`config.mk`:
```
export PLATFORM = sky130hd
export DESIGN_NAME = three_axis_biquad_lowpass_flat
export DESIGN_NICKNAME = d
export VERILOG_FILES = /design/src/rtl/tabl_pkg.sv /design/src/rtl/tabl_intf.sv /design/src/rtl/tabl_smul.sv /design/src/rtl/tabl_lane.sv /design/src/rtl/three_axis_biquad_lowpass.sv /design/src/flat_wrapper.sv
export SDC_FILE = /design/constraint.sdc
export NUM_CORES = 2
export LEC_CHECK = 0
export BUFFER_PORTS_ARGS = -buffer_cell sky130_fd_sc_hd__buf_2
export CELL_PAD_IN_SITES_DETAIL_PLACEMENT = 0
export CELL_PAD_IN_SITES_GLOBAL_PLACEMENT = 2
export CORE_MARGIN = 10
export CORE_UTILIZATION = 25
export CTS_BUF_LIST = sky130_fd_sc_hd__clkbuf_2
export DETAILED_ROUTE_END_ITERATION = 6
export PLACE_DENSITY_LB_ADDON = 0.08
export SETUP_SLACK_MARGIN = 0.1
export SYNTH_ARGS = -nofsm -noshare
export SYNTH_HDL_FRONTEND = slang
export SYNTH_HIERARCHICAL = 1
export SYNTH_SLANG_ARGS = --single-unit
```
`constraint.sdc`:
```
create_clock -name clk_i -period 10.1 [get_ports clk_i]
set_clock_uncertainty 0.05 [all_clocks]
set_input_delay 2.02 -clock clk_i [delete_from_list [all_inputs] [get_ports clk_i]]
set_output_delay 2.02 -clock clk_i [all_outputs]
set_load 0.005 [all_outputs]
```
`src/rtl/tabl_pkg.sv`:
```
// ----------------------------------------------------------------------------
// tabl_pkg: shared types and constants for the three-axis biquad low-pass
// Widths of the sample, result and coefficient words, register indexes,
// reset values of the configuration registers and the sequencer op codes.
// ----------------------------------------------------------------------------
`default_nettype none

package tabl_pkg;

  // fixed word layout
  localparam int NUM_AXES        = 3;
  localparam int RAW_W           = 16;
  localparam int OUT_W           = 20;
  localparam int COEF_W          = 32;
  localparam int SCALE_W         = 24;
  localparam int HIST_W          = 48;
  localparam int SUM_W           = 51;
  localparam int PROD_W          = HIST_W + COEF_W;
  localparam int SAMPLE_BITS_DEF = 16;

  // fixed-point alignment
  localparam int FF_SHIFT = 6;
  localparam int FB_SHIFT = 30;
  localparam int MG_SHIFT = 40;

  // multiplier scan length of the milli-g product and width of the scan counter
  localparam int MG_BITS = SCALE_W + 1;
  localparam int CNT_W   = $clog2(COEF_W);

  // saturation limits
  localparam logic [HIST_W-1:0] HIST_MAX = {1'b0, {(HIST_W-1){1'b1}}};
  localparam logic [HIST_W-1:0] HIST_MIN = {1'b1, {(HIST_W-1){1'b0}}};
  localparam logic [OUT_W-1:0]  OUT_MAX  = {1'b0, {(OUT_W-1){1'b1}}};
  localparam logic [OUT_W-1:0]  OUT_MIN  = {1'b1, {(OUT_W-1){1'b0}}};

  // configuration register indexes
  localparam int REG_IDX_W = 3;
  localparam logic [REG_IDX_W-1:0] REG_FF_COEF_0 = 3'd0;
  localparam logic [REG_IDX_W-1:0] REG_FF_COEF_1 = 3'd1;
  localparam logic [REG_IDX_W-1:0] REG_FF_COEF_2 = 3'd2;
  localparam logic [REG_IDX_W-1:0] REG_FB_COEF_1 = 3'd3;
  localparam logic [REG_IDX_W-1:0] REG_FB_COEF_2 = 3'd4;
  localparam logic [REG_IDX_W-1:0] REG_MG_SCALE  = 3'd5;

  // register reset values
  localparam logic signed [COEF_W-1:0] FF_COEF_0_RST = 32'sd402621;
  localparam logic signed [COEF_W-1:0] FF_COEF_1_RST = 32'sd805253;
  localparam logic signed [COEF_W-1:0] FF_COEF_2_RST = 32'sd402621;
  localparam logic signed [COEF_W-1:0] FB_COEF_1_RST = 32'sd2087874645;
  localparam logic signed [COEF_W-1:0] FB_COEF_2_RST = -32'sd1015743327;
  localparam logic [SCALE_W-1:0]       MG_SCALE_RST  = 24'd1024016;

  // one product per op, in this order
  typedef enum logic [2:0] {
    OP_FF0,
    OP_FF1,
    OP_FF2,
    OP_FB1,
    OP_FB2,
    OP_MG
  } op_e;

  typedef struct packed {
    logic signed [RAW_W-1:0] raw_x;
    logic signed [RAW_W-1:0] raw_y;
    logic signed [RAW_W-1:0] raw_z;
  } sample_t;

  typedef struct packed {
    logic signed [OUT_W-1:0] filt_x_mg;
    logic signed [OUT_W-1:0] filt_y_mg;
    logic signed [OUT_W-1:0] filt_z_mg;
  } result_t;

  typedef struct packed {
    logic signed [COEF_W-1:0] ff0;
    logic signed [COEF_W-1:0] ff1;
    logic signed [COEF_W-1:0] ff2;
    logic signed [COEF_W-1:0] fb1;
    logic signed [COEF_W-1:0] fb2;
    logic [SCALE_W-1:0]       mg_scale;
  } coef_t;

  // sequencer strobes to every lane
  typedef struct packed {
    logic capture;
    logic load;
    logic step;
    logic acc;
    op_e  op;
  } lane_ctl_t;

endpackage

`default_nettype wire

```
`src/rtl/tabl_intf.sv`:
```
// ----------------------------------------------------------------------------
// tabl_intf: valid/ready channels of the three-axis biquad low-pass
// Sample channel carries one raw three-axis word, result channel one
// filtered milli-g word.
// ----------------------------------------------------------------------------
`default_nettype none

interface tabl_in_if;
  import tabl_pkg::*;

  logic    valid;
  logic    ready;
  sample_t data;

  modport source (output valid, output data, input ready);
  modport sink   (input valid, input data, output ready);
endinterface

interface tabl_out_if;
  import tabl_pkg::*;

  logic    valid;
  logic    ready;
  result_t data;

  modport source (output valid, output data, input ready);
  modport sink   (input valid, input data, output ready);
endinterface

`default_nettype wire

```
`src/rtl/tabl_smul.sv`:
```
// ----------------------------------------------------------------------------
// tabl_smul: bit-serial signed multiplier
// Scans a left-aligned multiplier MSB first, one bit per clock while step_i
// is high, and adds the 48-bit multiplicand into a doubling accumulator. The
// first bit scanned is the sign bit and carries negative weight.
// ----------------------------------------------------------------------------
`default_nettype none

module tabl_smul (
  input  logic                                clk_i,
  input  logic                                rst_ni,
  input  logic                                load_i,
  input  logic                                step_i,
  input  logic signed [tabl_pkg::HIST_W-1:0]  a_i,
  input  logic        [tabl_pkg::COEF_W-1:0]  b_i,
  output logic signed [tabl_pkg::PROD_W-1:0]  prod_o
);
  import tabl_pkg::*;

  logic signed [HIST_W-1:0] a_q, a_d;
  logic        [COEF_W-1:0] b_q, b_d;
  logic signed [PROD_W-1:0] p_q, p_d;
  logic signed [PROD_W-1:0] a_ext;
  logic signed [PROD_W-1:0] addend;
  logic signed [PROD_W-1:0] p_dbl;
  logic                     first_q, first_d;

  assign a_ext = {{(PROD_W-HIST_W){a_q[HIST_W-1]}}, a_q};
  assign p_dbl = first_q ? {PROD_W{1'b0}} : {p_q[PROD_W-2:0], 1'b0};

  // sign bit subtracts, the rest add
  always_comb begin
    addend = {PROD_W{1'b0}};
    if (b_q[COEF_W-1]) begin
      addend = first_q ? -a_ext : a_ext;
    end
  end

  always_comb begin
    a_d     = a_q;
    b_d     = b_q;
    p_d     = p_q;
    first_d = first_q;
    if (load_i) begin
      a_d     = a_i;
      b_d     = b_i;
      p_d     = {PROD_W{1'b0}};
      first_d = 1'b1;
    end else if (step_i) begin
      b_d     = {b_q[COEF_W-2:0], 1'b0};
      p_d     = p_dbl + addend;
      first_d = 1'b0;
    end
  end

  always_ff @(posedge clk_i or negedge rst_ni) begin
    if (!rst_ni) begin
      first_q <= 1'b0;
    end else begin
      first_q <= first_d;
    end
  end

  // operand and accumulator shift registers
  always_ff @(posedge clk_i) begin
    a_q <= a_d;
    b_q <= b_d;
    p_q <= p_d;
  end

  assign prod_o = p_q;

endmodule

`default_nettype wire

```
`src/rtl/tabl_lane.sv`:
```
// ----------------------------------------------------------------------------
// tabl_lane: one axis of the biquad low-pass
// Holds the input and output history of its axis, picks the operands of each
// product for the serial multiplier and folds the products into the Q24.24
// output, then scales it to saturated milli-g.
// ----------------------------------------------------------------------------
`default_nettype none

module tabl_lane #(
  parameter int SAMPLE_BITS = tabl_pkg::SAMPLE_BITS_DEF
) (
  input  logic                               clk_i,
  input  logic                               rst_ni,
  input  tabl_pkg::lane_ctl_t                ctl_i,
  input  tabl_pkg::coef_t                    coef_i,
  input  logic [SAMPLE_BITS-1:0]             raw_i,
  output logic signed [tabl_pkg::OUT_W-1:0]  mg_o
);
  import tabl_pkg::*;

  localparam int FB_W = PROD_W - FB_SHIFT;
  localparam int MG_W = PROD_W - MG_SHIFT;

  logic signed [SAMPLE_BITS-1:0] x0_q, x1_q, x2_q;
  logic signed [HIST_W-1:0]      y1_q, y2_q;
  logic signed [SUM_W-1:0]       sum_q;
  logic signed [HIST_W-1:0]      a_sel;
  logic        [COEF_W-1:0]      b_sel;
  logic signed [PROD_W-1:0]      prod;
  logic signed [SUM_W-1:0]       prod_ff, prod_fb, sum_ff, sum_fb;
  logic        [SUM_W-HIST_W:0]  hist_top;
  logic signed [HIST_W-1:0]      y0_sat;
  logic        [MG_W-OUT_W:0]    mg_top;

  function automatic logic signed [HIST_W-1:0] coef_ext(input logic signed [COEF_W-1:0] c);
    return {{(HIST_W-COEF_W){c[COEF_W-1]}}, c};
  endfunction

  function automatic logic [COEF_W-1:0] x_align(input logic [SAMPLE_BITS-1:0] x);
    return {x, {(COEF_W-SAMPLE_BITS){1'b0}}};
  endfunction

  // operand select: coefficient times sample, output times coefficient or scale
  always_comb begin
    unique case (ctl_i.op)
      OP_FF0: begin
        a_sel = coef_ext(coef_i.ff0);
        b_sel = x_align(x0_q);
      end
      OP_FF1: begin
        a_sel = coef_ext(coef_i.ff1);
        b_sel = x_align(x1_q);
      end
      OP_FF2: begin
        a_sel = coef_ext(coef_i.ff2);
        b_sel = x_align(x2_q);
      end
      OP_FB1: begin
        a_sel = y1_q;
        b_sel = coef_i.fb1;
      end
      OP_FB2: begin
        a_sel = y2_q;
        b_sel = coef_i.fb2;
      end
      OP_MG: begin
        // newest output sits in y1 after the history shift
        a_sel = y1_q;
        b_sel = {1'b0, coef_i.mg_scale, {(COEF_W-MG_BITS){1'b0}}};
      end
      default: begin
        a_sel = {HIST_W{1'b0}};
        b_sel = {COEF_W{1'b0}};
      end
    endcase
  end

  tabl_smul u_smul (
    .clk_i  (clk_i),
    .rst_ni (rst_ni),
    .load_i (ctl_i.load),
    .step_i (ctl_i.step),
    .a_i    (a_sel),
    .b_i    (b_sel),
    .prod_o (prod)
  );

  // feed-forward products are exact, feedback products floored by 2^30
  assign prod_ff = prod[SUM_W-1:0];
  assign prod_fb = {{(SUM_W-FB_W){prod[PROD_W-1]}}, prod[PROD_W-1:FB_SHIFT]};
  assign sum_ff  = sum_q + prod_ff;
  assign sum_fb  = sum_q + prod_fb;

  // clamp new output to 48 bits
  assign hist_top = sum_fb[SUM_W-1:HIST_W-1];
  always_comb begin
    if ((&hist_top) || !(|hist_top)) begin
      y0_sat = sum_fb[HIST_W-1:0];
    end else begin
      y0_sat = sum_fb[SUM_W-1] ? HIST_MIN : HIST_MAX;
    end
  end

  // milli-g: floor by 2^40, clamp to 20 bits
  assign mg_top = prod[PROD_W-1:MG_SHIFT+OUT_W-1];
  always_comb begin
    if ((&mg_top) || !(|mg_top)) begin
      mg_o = prod[MG_SHIFT+OUT_W-1:MG_SHIFT];
    end else begin
      mg_o = prod[PROD_W-1] ? OUT_MIN : OUT_MAX;
    end
  end

  // history shifts once per word, after the last feedback product
  always_ff @(posedge clk_i or negedge rst_ni) begin
    if (!rst_ni) begin
      x1_q <= '0;
      x2_q <= '0;
      y1_q <= '0;
      y2_q <= '0;
    end else if (ctl_i.acc && (ctl_i.op == OP_FB2)) begin
      x1_q <= x0_q;
      x2_q <= x1_q;
      y1_q <= y0_sat;
      y2_q <= y1_q;
    end
  end

  // new sample and running sum
  always_ff @(posedge clk_i) begin
    if (ctl_i.capture) begin
      x0_q  <= raw_i;
      sum_q <= '0;
    end else if (ctl_i.acc) begin
      unique case (ctl_i.op)
        OP_FF0, OP_FF1: sum_q <= sum_ff;
        OP_FF2:         sum_q <= sum_ff >>> FF_SHIFT;
        OP_FB1:         sum_q <= sum_fb;
        default:        sum_q <= sum_q;
      endcase
    end
  end

`ifndef SYNTH
  a_hist_shift: assert property (@(posedge clk_i) disable iff (!rst_ni)
    (ctl_i.acc && (ctl_i.op == OP_FB2)) |=> (x1_q == $past(x0_q)) && (y2_q == $past(y1_q)))
    else $error("history did not shift after the last feedback product");
`endif

endmodule

`default_nettype wire

```
`src/rtl/three_axis_biquad_lowpass.sv`:
```
// ----------------------------------------------------------------------------
// three_axis_biquad_lowpass: three-axis second-order low-pass with milli-g out
// Per-axis direct form I biquad on raw accelerometer words, Q24.24 history,
// scaled to saturated milli-g with 8 fraction bits.
// ----------------------------------------------------------------------------
// One word is in flight at a time: a new word is accepted only after the
// previous one has been through all six products. The bit-serial multiplier
// in each axis lane scans one multiplier bit per clock through six products:
// three of SAMPLE_BITS bits, two of 32 bits and one of 25 bits, each with a
// load state before and an accumulate state after its scan. The axes run
// side by side. The result register lets a new word be accepted while the
// previous result still waits; configuration writes take effect at once and
// belong between words.
// ----------------------------------------------------------------------------
`default_nettype none

module three_axis_biquad_lowpass #(
  parameter int SAMPLE_BITS = tabl_pkg::SAMPLE_BITS_DEF
) (
  input  logic                                clk_i,
  input  logic                                rst_ni,
  tabl_in_if.sink                             sample_i,
  tabl_out_if.source                          result_o,
  input  logic                                cfg_we_i,
  input  logic [tabl_pkg::REG_IDX_W-1:0]      cfg_idx_i,
  input  logic [tabl_pkg::COEF_W-1:0]         cfg_data_i
);
  import tabl_pkg::*;

  typedef enum logic [1:0] {
    ST_IDLE,
    ST_LOAD,
    ST_SCAN,
    ST_ACC
  } state_e;

  state_e            state_q, state_d;
  op_e               op_q, op_d;
  logic [CNT_W-1:0]  cnt_q, cnt_d;
  logic              out_valid_q, out_valid_d;
  result_t           out_data_q, out_data_d;
  coef_t             coef_q;
  lane_ctl_t         lane_ctl;
  logic              accept;
  logic              out_free;

  logic [SAMPLE_BITS-1:0]    raw [NUM_AXES];
  logic signed [OUT_W-1:0]   mg  [NUM_AXES];

  function automatic logic [CNT_W-1:0] scan_last(input op_e op);
    unique case (op)
      OP_FF0, OP_FF1, OP_FF2: return CNT_W'(SAMPLE_BITS - 1);
      OP_FB1, OP_FB2:         return CNT_W'(COEF_W - 1);
      OP_MG:                  return CNT_W'(MG_BITS - 1);
      default:                return CNT_W'(COEF_W - 1);
    endcase
  endfunction

  function automatic op_e op_next(input op_e op);
    unique case (op)
      OP_FF0:  return OP_FF1;
      OP_FF1:  return OP_FF2;
      OP_FF2:  return OP_FB1;
      OP_FB1:  return OP_FB2;
      OP_FB2:  return OP_MG;
      default: return OP_MG;
    endcase
  endfunction

  // handshakes
  assign accept         = sample_i.valid && sample_i.ready;
  assign out_free       = !out_valid_q || result_o.ready;
  assign sample_i.ready = (state_q == ST_IDLE);
  assign result_o.valid = out_valid_q;
  assign result_o.data  = out_data_q;

  // configuration registers
  always_ff @(posedge clk_i or negedge rst_ni) begin
    if (!rst_ni) begin
      coef_q.ff0      <= FF_COEF_0_RST;
      coef_q.ff1      <= FF_COEF_1_RST;
      coef_q.ff2      <= FF_COEF_2_RST;
      coef_q.fb1      <= FB_COEF_1_RST;
      coef_q.fb2      <= FB_COEF_2_RST;
      coef_q.mg_scale <= MG_SCALE_RST;
    end else if (cfg_we_i) begin
      unique case (cfg_idx_i)
        REG_FF_COEF_0: coef_q.ff0      <= cfg_data_i;
        REG_FF_COEF_1: coef_q.ff1      <= cfg_data_i;
        REG_FF_COEF_2: coef_q.ff2      <= cfg_data_i;
        REG_FB_COEF_1: coef_q.fb1      <= cfg_data_i;
        REG_FB_COEF_2: coef_q.fb2      <= cfg_data_i;
        REG_MG_SCALE:  coef_q.mg_scale <= cfg_data_i[SCALE_W-1:0];
        default:       coef_q          <= coef_q;
      endcase
    end
  end

  // sequencer: load, scan, accumulate for each of the six products
  always_comb begin
    state_d     = state_q;
    op_d        = op_q;
    cnt_d       = cnt_q;
    out_valid_d = out_valid_q;
    out_data_d  = out_data_q;
    if (result_o.valid && result_o.ready) begin
      out_valid_d = 1'b0;
    end
    unique case (state_q)
      ST_IDLE: begin
        if (accept) begin
          state_d = ST_LOAD;
          op_d    = OP_FF0;
        end
      end
      ST_LOAD: begin
        cnt_d   = scan_last(op_q);
        state_d = ST_SCAN;
      end
      ST_SCAN: begin
        if (cnt_q == '0) begin
          state_d = ST_ACC;
        end else begin
          cnt_d = cnt_q - 1'b1;
        end
      end
      ST_ACC: begin
        if (op_q == OP_MG) begin
          // wait here until the result register frees up
          if (out_free) begin
            out_valid_d          = 1'b1;
            out_data_d.filt_x_mg = mg[0];
            out_data_d.filt_y_mg = mg[1];
            out_data_d.filt_z_mg = mg[2];
            state_d              = ST_IDLE;
          end
        end else begin
          op_d    = op_next(op_q);
          state_d = ST_LOAD;
        end
      end
      default: state_d = ST_IDLE;
    endcase
  end

  always_ff @(posedge clk_i or negedge rst_ni) begin
    if (!rst_ni) begin
      state_q     <= ST_IDLE;
      op_q        <= OP_FF0;
      cnt_q       <= '0;
      out_valid_q <= 1'b0;
      out_data_q  <= '0;
    end else begin
      state_q     <= state_d;
      op_q        <= op_d;
      cnt_q       <= cnt_d;
      out_valid_q <= out_valid_d;
      out_data_q  <= out_data_d;
    end
  end

  // lane strobes
  assign lane_ctl.capture = accept;
  assign lane_ctl.load    = (state_q == ST_LOAD);
  assign lane_ctl.step    = (state_q == ST_SCAN);
  assign lane_ctl.acc     = (state_q == ST_ACC);
  assign lane_ctl.op      = op_q;

  // only the low SAMPLE_BITS of each raw reading count
  assign raw[0] = sample_i.data.raw_x[SAMPLE_BITS-1:0];
  assign raw[1] = sample_i.data.raw_y[SAMPLE_BITS-1:0];
  assign raw[2] = sample_i.data.raw_z[SAMPLE_BITS-1:0];

  for (genvar g = 0; g < NUM_AXES; g++) begin : g_lane
    tabl_lane #(
      .SAMPLE_BITS (SAMPLE_BITS)
    ) u_lane (
      .clk_i  (clk_i),
      .rst_ni (rst_ni),
      .ctl_i  (lane_ctl),
      .coef_i (coef_q),
      .raw_i  (raw[g]),
      .mg_o   (mg[g])
    );
  end

`ifndef SYNTH
  a_accept_starts: assert property (@(posedge clk_i) disable iff (!rst_ni)
    accept |=> (state_q == ST_LOAD) && (op_q == OP_FF0))
    else $error("accepted word did not start the first product");

  a_result_source: assert property (@(posedge clk_i) disable iff (!rst_ni)
    $rose(out_valid_q) |-> $past((state_q == ST_ACC) && (op_q == OP_MG)))
    else $error("result word raised outside the milli-g accumulate");

  a_scan_ends: assert property (@(posedge clk_i) disable iff (!rst_ni)
    ((state_q == ST_SCAN) && (cnt_q == '0)) |=> (state_q == ST_ACC))
    else $error("scan did not end in accumulate");
`endif

endmodule

`default_nettype wire

```
`src/flat_wrapper.sv`:
```
// flat-port wrapper written by rule: the top's interface ports become plain ports
module three_axis_biquad_lowpass_flat import tabl_pkg::*;
#(
  parameter int SAMPLE_BITS = tabl_pkg::SAMPLE_BITS_DEF
)
  (clk_i, rst_ni, cfg_we_i, cfg_idx_i, cfg_data_i, sample_i_valid, sample_i_data, sample_i_ready, result_o_valid, result_o_data, result_o_ready);
  tabl_in_if sample_i_i ();
  tabl_out_if result_o_i ();
  input  logic clk_i;
  input  logic rst_ni;
  input  logic cfg_we_i;
  input  logic [tabl_pkg::REG_IDX_W-1:0] cfg_idx_i;
  input  logic [tabl_pkg::COEF_W-1:0] cfg_data_i;
  input wire logic [$bits(sample_i_i.valid)-1:0] sample_i_valid;
  input wire logic [$bits(sample_i_i.data)-1:0] sample_i_data;
  output wire logic [$bits(sample_i_i.ready)-1:0] sample_i_ready;
  output wire logic [$bits(result_o_i.valid)-1:0] result_o_valid;
  output wire logic [$bits(result_o_i.data)-1:0] result_o_data;
  input wire logic [$bits(result_o_i.ready)-1:0] result_o_ready;
  assign sample_i_i.valid = sample_i_valid;
  assign sample_i_i.data = sample_i_data;
  assign sample_i_ready = sample_i_i.ready;
  assign result_o_valid = result_o_i.valid;
  assign result_o_data = result_o_i.data;
  assign result_o_i.ready = result_o_ready;
  three_axis_biquad_lowpass #(.SAMPLE_BITS(SAMPLE_BITS)) u_core (.clk_i(clk_i), .rst_ni(rst_ni), .sample_i(sample_i_i), .result_o(result_o_i), .cfg_we_i(cfg_we_i), .cfg_idx_i(cfg_idx_i), .cfg_data_i(cfg_data_i));
endmodule
```
==> summary.md <==
| Metric | Value |
|---|---|
| Wirelength, routed | `467000 um` |
| Sequential-to-total area share from yosys stat | `34.65%` |
| Net count of the mapped netlist | `11540` |
| Violation count after the first detailed-route iteration | `7242` |
| Die Height | `634.1 um` |
| Floorplan core area | `0.3755 mm^2` |
| Crit path launch type | `flop` |
| Worst Setup Slack post-DPL | `2.544 ns` |
| Type of the worst min-delay path | `reg2reg` |
| Number of routed nets with antenna violations | `0` |
| Detailed-route wire length per cell | `28.51 um` |
| Number of optimization iterations in the first detailed-route pass | `6` |
| Die Outline Area | `0.4021 mm^2` |
| Reg area | `0.03268 mm^2` |
| Setup WS post-layout | `2.488 ns` |
| Async SR Flop Fraction | `48.53%` |
| Total global routing overflow | `0` |
| Number of cell instances on the worst register-to-register path | `19` |
| Total vias in the final route | `87640` |
| Initial antenna violation count | `78` |
| Number of instances on the worst hold path | `2` |
| Commonest cells after routing, fill and taps aside | `1633 x nand2_1, 823 x a21oi_1, 772 x nor2_1` |
| Fraction of final layout cells with drive strength greater than 1 | `14.51%` |
| Leading area contributor after synthesis | `dfrtp_1` |
| Detailed-route vias per instance | `5.350` |
| Final-report hold violation count | `0` |
| Setup Total Neg Slack | `0 ns` |
| Power per Cell Area | `312.5 mW/mm^2` |
| Floorplan die width | `634.1 um` |
| Post-synthesis cell type count | `112` |
| Number of placed I/O pins | `150` |
| Max-slew violation count | `0` |
| Clock latency on the worst-skew pair | `2.00 ns` |
| Fin nets | `11650` |
| Mean Syn Cell Area | `8.650 um^2` |
| IO Port Bufs | `149` |
| Ratio of final minimum period to clock period | `75.37%` |
| Post-route DRC violation count | `0` |
| Maximum fanout along the worst path | `15` |
| Leading cell type in the layout, fill and taps excluded | `nand2_1` |
| Synth top area cells | `dfrtp_1 15%, edfxtp_1 9.2%, dfxtp_1 8.3%` |
| Initial core utilization | `25.11%` |
| Reg-to-reg critical path startpoint | `u_core/g_lane[2].u_lane/u_smul/a_q[17]` |
| Endpoint of the most critical register-to-register path | `u_core/g_lane[2].u_lane/u_smul/prod_o[78]` |
| Worst setup slack for register-to-register paths | `2.49 ns` |
| Top cell type's share of synthesized area | `15.23%` |
| Routability Congestion | `0.8603` |
| Total of flip-flops plus latches after synthesis | `1323` |
| Sink Count | `1323` |
| Cell area after synthesis | `0.09429 mm^2` |
| Maximum frequency from static timing analysis | `131.4 MHz` |
| Nature of the critical path endpoint | `flop` |
| Layout-stage area growth over the synthesis result | `10.66%` |
| Worst relative slew slack | `9.400%` |
| Number of core rows | `225` |
| Maximum number of pins on one net before global-route repair | `135` |
| Maximum number of buffers from clock root to sink | `4` |
| Worst Path Arrival | `9.39 ns` |
| Maximum Capacitance Violations | `0` |
| Via count of the first global-routing pass | `86530` |
| Result of the run | `finished, final reports clean` |
| Final period demand of the worst path | `7.612 ns` |
| TritonCTS Buffers | `413` |
| Setup repair after global routing missed its margin | `no` |
| Critical path start-end classification | `reg2reg` |
| YS warnings | `6` |
| Commonest register cell after synthesis | `dfrtp_1` |
| Total routing usage reported by global routing | `22.29%` |
| Count of instances resized after the clock tree is built | `0` |
| Final setup fails | `0` |
| First-pass GRT wire length | `660800 um` |
| Worst Tran Pin Value | `1.350 ns` |
| DP HPWL | `353900 um` |
| Htree depth | `5` |
| Number of synthesized flops with an enable pin | `288` |
| Standby leakage power | `0.04504 uW` |
| Clock-pin transition on the worst setup and hold timing paths | `0.11 ns` |
| Worst-case vdd ir drop | `0.1772 mV` |
| Post-CTS Repair Setup Buffers | `0` |
| Area used by multi-input combinational logic | `0.05807 mm^2` |
| Hold path start | `u_core/g_lane[0].u_lane/y1_q[36]` |
| Capture endpoint of the worst hold path | `u_core/g_lane[0].u_lane/y2_q[36]` |
| Data required, critical path | `11.88 ns` |
| Number of filler cells placed in the layout | `40780` |
| Count of mapped cells out of synthesis | `10900` |
| Clock root cell | `clkbuf_2` |
| CTS tree | `built` |
## cell type report
class | instances | share of cell area [%]
multi-input combinational | 8736 | 55.66
sequential | 1323 | 31.33
tap | 4994 | 5.989
clock buffer | 653 | 3.132
timing repair buffer | 383 | 2.600
clock inverter | 116 | 0.6872
inverter | 148 | 0.5397
antenna | 27 | 0.06476
## state kept, by name, summed over array words and instances (netlist names), 5 cells and up
register                            flops
u_core/result_o.data                   60
u_core/g_lane.u_lane/sum_q            153
u_core/g_lane.u_lane/x0_q              48
u_core/g_lane.u_lane/y2_q             144
u_core/g_lane.u_lane/y1_q             144
u_core/cnt_q                            5
u_core/g_lane.u_lane/x1_q              48
u_core/g_lane.u_lane/u_smul/a_q       144
u_core/g_lane.u_lane/x2_q              48
u_core/g_lane.u_lane/u_smul/b_q        96
u_core/g_lane.u_lane/u_smul/prod_o    240
u_core/coef_q                         184
## cell families after synthesis
logic type | share of synthesized area (%)
adder cells (fa/ha/maj) | 7.397
multiplexers | 5.961
buffers and inverters | 4.096
XOR/XNOR | 5.828
AO/OA/AOI/OAI | 23.85
flip-flops | 34.65
AND/OR/NAND/NOR | 18.22
## through the flow
step | util, % | hold WS [ns] | total power (uW) | instances | area, um^2
final | 27.78 | 0.2763 | 32600 | 16380 | 104300
after global routing | 27.77 | 0.1057 | 34870 | 16360 | 104300
after CTS | 27.76 | 0.002228 | 33000 | 16350 | 104300
after detailed placement | 26.57 | 0.4127 | 27920 | 15530 | 99780
after global placement | 26.57 | 0.4075 | 27970 | 15530 | 99780
after floorplan | - | 0.3900 | 20330 | 10900 | 94290
## per-layer routing
metal | wire length [um] | vias to the layer above | global-route usage, %
met1 | 219700 | 44000 | 31.37
li1 | - | 40540 | -
met2 | 212400 | 2501 | 36.22
met3 | 23320 | 567 | 2.783
met5 | 156 | - | 0
met4 | 11450 | 24 | 5.313
## report_power, final
group / internal, uW / switching (uW) / total [uW]
clock: 1950 / 2810 / 4760
combinational: 5980 / 12100 / 18000
sequential: 7470 / 2330 / 9800
## worst max-delay path: stages (launching register included)
cell,delay (ns)
edfxtp_1,0.43
or3_4,0.43
or4_4,0.45
or4_1,0.45
or3_1,0.49
or4_4,0.50
or4_4,0.47
o31ai_4,0.28
o21ai_1,0.45
and2_1,0.41
ha_1,0.36
nand2_1,0.14
or3_1,0.43
nor4_1,0.54
nand4_1,0.17
o31ai_1,0.38
o22ai_1,0.18
o31a_1,0.33
or4_1,0.49
o211ai_1,0.11
## how the worst max path moves through the flow
stage / from / endpoint / slack [ns] / depth (start not counted)
final: u_core/g_lane[2].u_lane/u_smul/a_q[17] / u_core/g_lane[2].u_lane/u_smul/prod_o[78] / 2.49 / 19
after CTS: u_core/g_lane[2].u_lane/u_smul/a_q[17] / u_core/g_lane[2].u_lane/u_smul/prod_o[78] / 2.54 / 19
after detailed placement: u_core/g_lane[2].u_lane/u_smul/a_q[17] / u_core/g_lane[2].u_lane/u_smul/prod_o[78] / 2.54 / 19
after global routing: u_core/g_lane[2].u_lane/u_smul/a_q[17] / u_core/g_lane[2].u_lane/u_smul/prod_o[78] / 2.14 / 19
after floorplan: u_core/g_lane[0].u_lane/u_smul/a_q[15] / u_core/g_lane[0].u_lane/u_smul/prod_o[78] / 3.65 / 21
after global placement: u_core/g_lane[2].u_lane/u_smul/a_q[15] / u_core/g_lane[2].u_lane/u_smul/prod_o[78] / 2.54 / 19
## cell usage after synthesis, drive strengths merged (288+ instances only)
master / number
nand2: 1637
a21oi: 829
nor2: 788
o21ai: 618
dfrtp: 574
ha: 543
clkbuf: 538
dfxtp: 393
a21o: 361
mux2: 348
a22oi: 333
xor2: 315
xnor2: 306
edfxtp: 288
## repair_timing
item,4_1_cts,5_1_grt
endpoints found under the setup margin,0,0
hold endpoints to repair,108,0
hold buffers,50,0
Power figures use the tool's default switching activity.
